==> src/rtl/abfb_pkg.sv <==
// Shared types, constants and helpers for the alpha blend framebuffer.
package abfb_pkg;

	localparam int STORE_WIDTH_DEF  = 512;
	localparam int STORE_HEIGHT_DEF = 256;

	localparam int VW_BITS = 10;
	localparam int VH_BITS = 9;
	localparam logic [VW_BITS-1:0] VIS_WIDTH_RST  = 10'd320;
	localparam logic [VH_BITS-1:0] VIS_HEIGHT_RST = 9'd200;

	localparam logic [0:0] REG_VIS_WIDTH  = 1'b0;
	localparam logic [0:0] REG_VIS_HEIGHT = 1'b1;

	localparam int PIX_BITS = 24;
	localparam logic [7:0] OPAQUE_TOP = 8'hff;

	typedef enum logic [1:0] {
		OP_BLEND = 2'd0,
		OP_READ  = 2'd1,
		OP_CLEAR = 2'd2,
		OP_NONE  = 2'd3
	} op_t;

	typedef enum logic [2:0] {
		ST_INIT,
		ST_IDLE,
		ST_RD,
		ST_MIX,
		ST_FILL,
		ST_PUSH
	} state_t;

	// Exact floor(v / 255) for any v up to 255 * 255.
	function automatic logic [7:0] div255(input logic [15:0] v);
		logic [16:0] t;
		t = 17'(v) + 17'(v[15:8]) + 17'd1;
		return t[15:8];
	endfunction

	function automatic logic [31:0] opaque_word(input logic [PIX_BITS-1:0] pix);
		return {OPAQUE_TOP, pix};
	endfunction

endpackage

==> src/rtl/abfb_mix.sv <==
// Blend datapath: registered channel products, then sum and divide by 255.
module abfb_mix (
	input  logic                          clk,
	input  logic                          load,
	input  logic [7:0]                    alpha,
	input  logic [abfb_pkg::PIX_BITS-1:0] src,
	input  logic [abfb_pkg::PIX_BITS-1:0] dst,
	output logic [abfb_pkg::PIX_BITS-1:0] mixed
);
	import abfb_pkg::*;

	logic [15:0] src_prod_s1 [3];
	logic [15:0] dst_prod_s1 [3];
	logic [7:0]  inv_alpha;

	assign inv_alpha = 8'd255 - alpha;

	for (genvar c = 0; c < 3; c++) begin : g_chan
		logic [15:0] sum;

		always_ff @(posedge clk) begin
			if (load) begin
				src_prod_s1[c] <= 16'(alpha) * 16'(src[8*c +: 8]);
				dst_prod_s1[c] <= 16'(inv_alpha) * 16'(dst[8*c +: 8]);
			end
		end

		// The two products always add up to at most 255 * 255.
		assign sum = src_prod_s1[c] + dst_prod_s1[c];
		assign mixed[8*c +: 8] = div255(sum);
	end

endmodule

==> config.mk <==
export PLATFORM = sky130hd
export DESIGN_NAME = abfb_mix
export DESIGN_NICKNAME = d
export VERILOG_FILES = /design/src/rtl/abfb_pkg.sv /design/src/rtl/abfb_mix.sv
export SDC_FILE = /design/constraint.sdc
export NUM_CORES = 1
export LEC_CHECK = 0
export BUFFER_PORTS_ARGS = -buffer_cell sky130_fd_sc_hd__buf_2
export CORE_MARGIN = 10
export CORE_UTILIZATION = 30
export DETAILED_ROUTE_END_ITERATION = 8
export PLACE_DENSITY_LB_ADDON = 0.1
export SYNTH_ARGS = -nofsm -noshare
export SYNTH_HDL_FRONTEND = slang
export SYNTH_SLANG_ARGS = --single-unit
==> constraint.sdc <==
create_clock -name clk -period 6.1 [get_ports clk]
set_clock_uncertainty 0.05 [all_clocks]
set_input_delay 1.22 -clock clk [delete_from_list [all_inputs] [get_ports clk]]
set_output_delay 1.22 -clock clk [all_outputs]
set_load 0.01 [all_outputs]
* Yosys cells after proc, flatten, opt, wreduce, memory -nomap -nowiden
Memories as Yosys holds them, arrays and structs flattened.
Cells that the tools add are included.
** Storage, ports and cells
- Register bits :: 0
- Bits in latches :: 0
- Memory bits (writable) :: 96
- ROM bits :: 0
- Input bits :: 58
- Output and inout bits :: 24
- Logic and storage cells :: 20
- Memories kept :: 2
** Cells by class
- Add/subtract/negate cells :: 10
- $mul :: 6
- Divide/modulo/power cells :: 0
- $lt $le $gt $ge :: 0
- Equality and inequality tests :: 0
- Shift-type cells :: 0
- Muxes and demuxes :: 2
- Bitwise operators :: 0
- Reductions and logical operators :: 0
** Memories
- dst_prod_s1 :: words 3, width 16, rd ports 3, clocked after memory_dff 0, write ports 3, line abfb_mix.sv:13 : logic [15:0] dst_prod_s1 [3];
- src_prod_s1 :: words 3, width 16, rd ports 3, clocked after memory_dff 0, write ports 3, line abfb_mix.sv:12 : logic [15:0] src_prod_s1 [3];
** Operator list (number)
- $mul A8 B8 Y16 :: 6
- $add A16 B1 Y16 const B :: 3
- $add A16 B16 Y16 :: 3
- $add A16 B8 Y16 :: 3
- $sub A8 B8 Y8 const A :: 1
- $mux W1 :: 2

* Longest topological paths before layout
Gate-level depths: netlist of run 1.
- Word-level depth :: 3
- Depth in mapped cells :: 19
- Depth with buffers taken out :: 18

* Worst setup path after synthesis of run 1
Ideal clock, no wire load.
- Path kind :: input to register
- Start point :: in alpha[5]
- End point :: mem src_prod_s1[0][14] (data pin)
- Setup time :: 0.257 ns
- Arrival :: 5.291 ns
- Required time :: 5.793 ns
- Setup slack :: 0.502 ns
- Cell stages on the path :: 16
- Buffers on the path :: 2
- Cells stage by stage :: clkbuf_1 -> clkbuf_1 -> nand2_1 -> fa_1 -> fa_1 -> inv_1 -> fa_1 -> inv_1 -> fa_1 -> inv_1 -> ha_1 -> a21boi_0 -> o311a_1 -> or3_1 -> o311a_1 -> xor2_1
** RTL lines
- from (decl) :: line abfb_mix.sv:5 : input logic [7:0] alpha,
- to (decl) :: line abfb_mix.sv:12

==> flow_metrics.env, run 1 <==
export IMPL_start_util_pct=30.3
export IMPL_die_area_um2=72500
export IMPL_leakage_nw=9.83
export IMPL_fin_cells=2916
export IMPL_root_buffer="clkbuf_16"
export IMPL_yosysMostFrequentCell="inv_1"
export IMPL_grt_use_met2_pct=22.4
export IMPL_drive_gt1_share_pct=9.19
export IMPL_start_kind="register"
export IMPL_grt_setup_unrepaired="yes"
export IMPL_met1_usage_pct=17.0
export IMPL_multiInputGateArea_um2=14400
export IMPL_tns_ns=0
export IMPL_slew_viol_final=0
export IMPL_min_period_ns=5.83
export IMPL_hpwl_um=38300
export IMPL_io_buffers=81
export IMPL_coreArea_um2=61600
export IMPL_viasPerCell=4.53
export IMPL_tritoncts="built"
export IMPL_synthMuxAreaShare_pct=0.107
export IMPL_critPathMaxFanout=4
export IMPL_power_density_nw_per_um2=482
export IMPL_max_cap_violations=0
export IMPL_gr_usage_met3_pct=1.77
export IMPL_dp_slack_ns=0.278
export IMPL_fin_nets=2632
export IMPL_hold_viol=0
export IMPL_setup_worst_path_class="reg -> out"
export IMPL_cts_buffers_inserted=9
export IMPL_setup_ws_ns=0.274
export IMPL_vias=13200
export IMPL_synth_top_area_share_pct=23.5
export IMPL_grt_pass1_vias=14118
export IMPL_synthCells=1982
export IMPL_netlist_top_cells_count="354 x inv_1, 282 x ha_1, 219 x fa_1"
export IMPL_status="finished clean"
export IMPL_syn_area_um2=18600
export IMPL_rows=91
export IMPL_fp_dieH_um=269
export IMPL_cp_end_kind="output pin"
export IMPL_antenna_found_initial=6
export IMPL_die_w_um=269
export IMPL_final_cell_area_um2=20700
export IMPL_synth_compound_area_share_pct=9.22
export IMPL_ctsLongestPathBuffers=2
export IMPL_grt_max_degree=57
export IMPL_ys_flop_type="edfxtp_1"
export IMPL_async_flop_share_pct=0
export IMPL_synth_top_area_cell="fa_1"
export IMPL_setup_violations=0
export IMPL_syn_area_per_cell_um2=9.40
export IMPL_min_path_type="in -> reg"
export IMPL_synth_edf_count=96
export IMPL_cts_max_level=3
export IMPL_utilization_pct=33.6
export IMPL_seq_area_um2=2880
export IMPL_tightestPinTransition_ns=0.837
export IMPL_grt_pass1_wl_um=76200
export IMPL_p_seq_share_pct=13.0
export IMPL_critical_path_arrival_ns=4.56
export IMPL_ys_top_cells_by_area="fa_1 24%, ha_1 19%, edfxtp_1 15%, inv_1 7.1%, nor2b_1 5.9%"
export IMPL_synth_cell_types=68
export IMPL_intPower_mw=5.08
export IMPL_dpl_cell_count=2890
export IMPL_synth_xor_area_share_pct=5.67
export IMPL_final_antenna_net_count=0
export IMPL_yosysWarningCount=0
export IMPL_synth_simple_gate_area_share_pct=19.1
export IMPL_clock_sinks=96
export IMPL_drt_first_iter_violations=601
export IMPL_power_frac_comb_pct=80.8
export IMPL_place_area_um2=20200
export IMPL_sw_frac_of_total_pct=49.1
export IMPL_irDropWorstVdd_mv=0.333
export IMPL_top_usage_layer="met2"
export IMPL_seq_area_frac_synth_pct=15.5
export IMPL_fillCellCount=6487
export IMPL_globalplace_congestion=0.793
export IMPL_postCtsHoldBufs=0
export IMPL_wire_per_inst_um=15.7
export IMPL_max_freq_ghz=0.172
export IMPL_area_delta_synth_final_pct=11.1
export IMPL_grt_ovfl_total=0
export IMPL_grt_usage_pct=13.0
export IMPL_syn_num_nets=2541
export IMPL_ios=82
export IMPL_clock_power_share_pct=6.2
export IMPL_drtPass1Iterations=5
export IMPL_relSlewSlack_pct=44.2
export IMPL_synth_seq_cells=96
export IMPL_path_clk_slew_ns=0.08
export IMPL_synth_adder_area_share_pct=42.5
export IMPL_fin_crit_sh_pct=95.5
export IMPL_worstPathRequired_ns=4.83
export IMPL_synth_top_family_by_area="adder cells"
export IMPL_drcViolationCount=0
export IMPL_routed_wirelength_um=45700
export IMPL_p_switching_mw=4.90
[power by group through the flow]
stage,combinational [mW],sequential (mW),clock [mW]
after floorplan,5.83,1.21,0
after global placement,7.75,1.32,0
after detailed placement,7.79,1.31,0
after CTS,7.87,1.30,0.643
after global routing,9.17,1.32,0.668
final,8.06,1.30,0.618
[layer usage]
layer / part of all wire (%) / up-vias / routed length [um]
li1: - / 6587 / -
met1: 48 / 6481 / 21800
met2: 49 / 99 / 22400
met3: 2.3 / 27 / 1070
met4: 0.92 / 6 / 420
met5: 0.074 / - / 34
[path summary, 6_finish.rpt]
kind                         startpoint                  to  slack [ns]  cells past startpoint
worst max-delay path  src_prod_s1[0][6]            mixed[7]        0.27                     17
worst min-delay path             dst[8]  dst_prod_s1[0][16]        1.21                      2
[registers in the layout, indices dropped and copies added (netlist names)]
| name | count |
|---|---|
| src_prod_s1 | 48 |
| dst_prod_s1 | 48 |
[area by class of cell]
type | count | area share [%]
Tap cell | 837 | 5.06
Clock inverter | 6 | 0.326
Clock buffer | 10 | 1.11
Sequential cell | 96 | 13.9
Inverter | 354 | 6.42
Timing Repair Buffer | 122 | 3.64
Antenna cell | 1 | 0.0121
Multi-Input combinational cell | 1490 | 69.5
[logic make-up after synthesis]
logic type,after synthesis
flops,96
compound gates,238
mux,2
xor+xnor,118
simple gates,631
buf+inv,396
fa+ha+maj,501
[layout by cell type (no fill, tap or decap), drive strengths merged, types with 4 or more instances in the layout]
cell,instances
inv,356
ha,282
fa,219
nor2b,175
and2,159
buf,122
xnor2,101
edfxtp,96
nand2,79
nor2,77
a21oi,55
nand2b,49
o21ai,45
nor3,33
a21o,25
nand3,19
xor2,17
o211ai,15
or3,14
a21boi,13
a211oi,12
o21a,10
clkbuf,10
or2,9
a31oi,9
and3,5
o311a,5
a41oi,5
o21bai,5
a2111oi,5
a211o,4
o31ai,4
[critical path: stages (launching register included)]
cell and delay, ns:
edfxtp_1 0.45, ha_1 0.36, a211oi_1 0.23, o211ai_1 0.22, a221oi_2 0.39, o21bai_1 0.12
a211oi_1 0.25, a21oi_1 0.16, ha_1 0.33, nand2_1 0.07, a211o_1 0.29, a21boi_2 0.14
a21o_1 0.22, nand4b_4 0.15, nor4_4 0.31, nand4_1 0.15, xnor2_1 0.18, buf_2 0.15
[what timing repair did]
action | in CTS | in global routing
pin swaps | 1 | 17
setup endpoints to repair | 2 | 14
resized for setup | 2 | 25
setup buffers | 1 | 8
cloned | 0 | 0
endpoints found under the hold margin | 0 | 0
[metrics by stage]
step	total power, mW	hold slack [ns]
4_1_cts	9.82	1.18
6_report	9.97	1.21
5_1_grt	11.2	1.21
3_5_place_dp	9.11	1.60
3_3_place_gp	9.07	1.61
2_1_floorplan	7.05	1.28
No activity file was read; power rests on OpenSTA's default activity.
==> inputs of run 2 (changes only) <==
--- a/config.mk
+++ b/config.mk
@@ -9,7 +9,9 @@
 export CORE_MARGIN = 10
 export CORE_UTILIZATION = 30
 export DETAILED_ROUTE_END_ITERATION = 8
+export GPL_TIMING_DRIVEN = 0
 export PLACE_DENSITY_LB_ADDON = 0.1
+export SLEW_MARGIN = 10
 export SYNTH_ARGS = -nofsm -noshare
 export SYNTH_HDL_FRONTEND = slang
 export SYNTH_SLANG_ARGS = --single-unit
==> run 2 against run 1 <==
Effect of this change:
- combinational power is 1% higher
- sequential power hardly changed
- first-iteration DRC count is 22% lower
- clock power is 2% higher
- final cell count is 0.10% higher
- via count hardly changed
- critical path type is now in -> reg
- largest power group unchanged
==> flow_metrics.env, run 2 (synthesized netlist as in run 1, its figures left out) <==
export IMPL_critPathMaxFanout=10
export IMPL_critical_path_arrival_ns=5.94
export IMPL_grt_pass1_wl_um=77600
export IMPL_min_path_type="in -> reg"
export IMPL_tritoncts="built"
export IMPL_drive_gt1_share_pct=8.36
export IMPL_cts_max_level=3
export IMPL_worstSetupEndpoint="dst_prod_s1[0][31]"
export IMPL_routed_wirelength_um=48300
export IMPL_status="finished clean"
export IMPL_viasPerCell=4.53
export IMPL_setup_violations=0
export IMPL_power_density_nw_per_um2=488
export IMPL_final_antenna_net_count=0
export IMPL_final_cell_area_um2=20600
export IMPL_wire_per_inst_um=16.5
export IMPL_rows=91
export IMPL_min_period_ns=5.86
export IMPL_cp_startpoint="alpha[1]"
export IMPL_reg_top3="dst_prod_s1 x48, src_prod_s1 x48"
export IMPL_fp_dieH_um=269
export IMPL_setup_worst_path_class="in -> reg"
export IMPL_ios=82
export IMPL_grt_ovfl_total=0
export IMPL_drcViolationCount=0
export IMPL_globalplace_congestion=0.807
export IMPL_fin_nets=2637
export IMPL_hold_viol=0
export IMPL_final_cell_mix="354 x inv_1, 276 x ha_1, 218 x fa_1"
export IMPL_path_clk_slew_ns=0.07
export IMPL_utilization_pct=33.5
export IMPL_fin_crit_sh_pct=96.0
export IMPL_die_area_um2=72500
export IMPL_grt_pass1_vias=13897
export IMPL_grt_max_degree=62
export IMPL_cts_buffers_inserted=9
export IMPL_start_util_pct=30.3
export IMPL_slew_viol_final=0
export IMPL_max_freq_ghz=0.171
export IMPL_drt_first_iter_violations=466
export IMPL_tightestPinTransition_ns=0.913
export IMPL_dp_slack_ns=-0.657
export IMPL_tns_ns=0
export IMPL_cp_end_kind="register"
export IMPL_root_buffer="clkbuf_16"
export IMPL_die_w_um=269
export IMPL_grt_usage_pct=13.6
export IMPL_coreArea_um2=61600
export IMPL_irDropWorstVdd_mv=0.360
export IMPL_worstPathRequired_ns=6.19
export IMPL_grt_setup_unrepaired="yes"
export IMPL_leakage_nw=9.78
export IMPL_area_delta_synth_final_pct=10.8
export IMPL_place_area_um2=20100
export IMPL_io_buffers=73
export IMPL_setup_ws_ns=0.242
export IMPL_ctsLongestPathBuffers=2
export IMPL_antenna_found_initial=9
export IMPL_max_cap_violations=0
export IMPL_diodes=0
export IMPL_start_kind="input pin"
export IMPL_clock_sinks=96
export IMPL_final_common_cell="inv_1"
export IMPL_vias=13212
export IMPL_drtPass1Iterations=5
export IMPL_hpwl_um=40600
export IMPL_relSlewSlack_pct=39.1
-- run 2: cell types whose count changed in the layout (fill, tap and decap cells not counted), sizes merged --
cell / before / now
buf: 122 / 86
diode: 1 / 0
clkbuf: 10 / 50
bufinv: 1 / 2
inv: 356 / 355
-- run 2: worst min-delay path by stage --
| stage | startpoint | end | cells after the start |
|---|---|---|---|
| floorplan | load | dst_prod_s1[0][0] | 0 |
| global placement | dst[0] | dst_prod_s1[0][0] | 2 |
| detailed placement | src[8] | src_prod_s1[0][16] | 2 |
| CTS | src[8] | src_prod_s1[0][16] | 2 |
| global route | src[8] | src_prod_s1[0][16] | 2 |
| finish | dst[16] | dst_prod_s1[0][32] | 2 |
-- run 2: final cells by class --
cell class | count | area (um2)
Buffer | 41 | 175
Clock buffer | 9 | 225
Clock inverter | 6 | 83.8
Fill cell | 6487 | 41000
Inverter | 354 | 1330
Multi-Input combinational cell | 1490 | 14400
Sequential cell | 96 | 2880
Tap cell | 837 | 1050
Timing Repair Buffer | 86 | 485
-- run 2: repair_timing --
action | in CTS | in global routing
hold buffers | 0 | 0
gates resized for setup | 12 | 45
cloned | 0 | 0
endpoints found under the setup margin | 20 | 29
pin swaps | 2 | 21
buffers inserted | 2 | 10
-- run 2: metal layers --
layer / track usage [%] / vias to the layer above / part of all wire, %
li1: - / 6598 / -
met3: 2.41 / 32 / 3.0
met4: 2.71 / 10 / 1.2
met1: 17.4 / 6469 / 46
met2: 23.6 / 103 / 49
met5: 0 / - / 0.14
-- run 2: critical path, cell delays in order --
cell      delay [ns]
clkbuf_2        0.35
clkbuf_1        0.55
nor2b_1         0.14
fa_1            0.43
fa_1            0.45
ha_1            0.29
inv_1           0.05
fa_1            0.47
inv_1           0.04
ha_1            0.30
nor2b_1         0.14
o21ai_0         0.19
a21boi_0        0.15
o21ai_0         0.26
a21oi_1         0.14
a41o_1          0.28
o41a_1          0.33
xnor2_1         0.13
-- run 2: power by group --
group	total (mW)	leakage (nW)	internal, mW	switching (mW)
clock	0.628	0.147	0.355	0.273
sequential	1.28	0.936	1.15	0.124
combinational	8.16	8.70	3.66	4.50
total	10.1	9.78	5.17	4.90
-- run 2: through the flow --
stage	power [mW]	hold slack (ns)	cells
finish	10.1	1.21	2919
global route	11.3	1.22	2919
CTS	9.88	1.19	2910
detailed placement	9.11	1.59	2893
global placement	9.04	1.59	2892
floorplan	7.05	1.28	1982
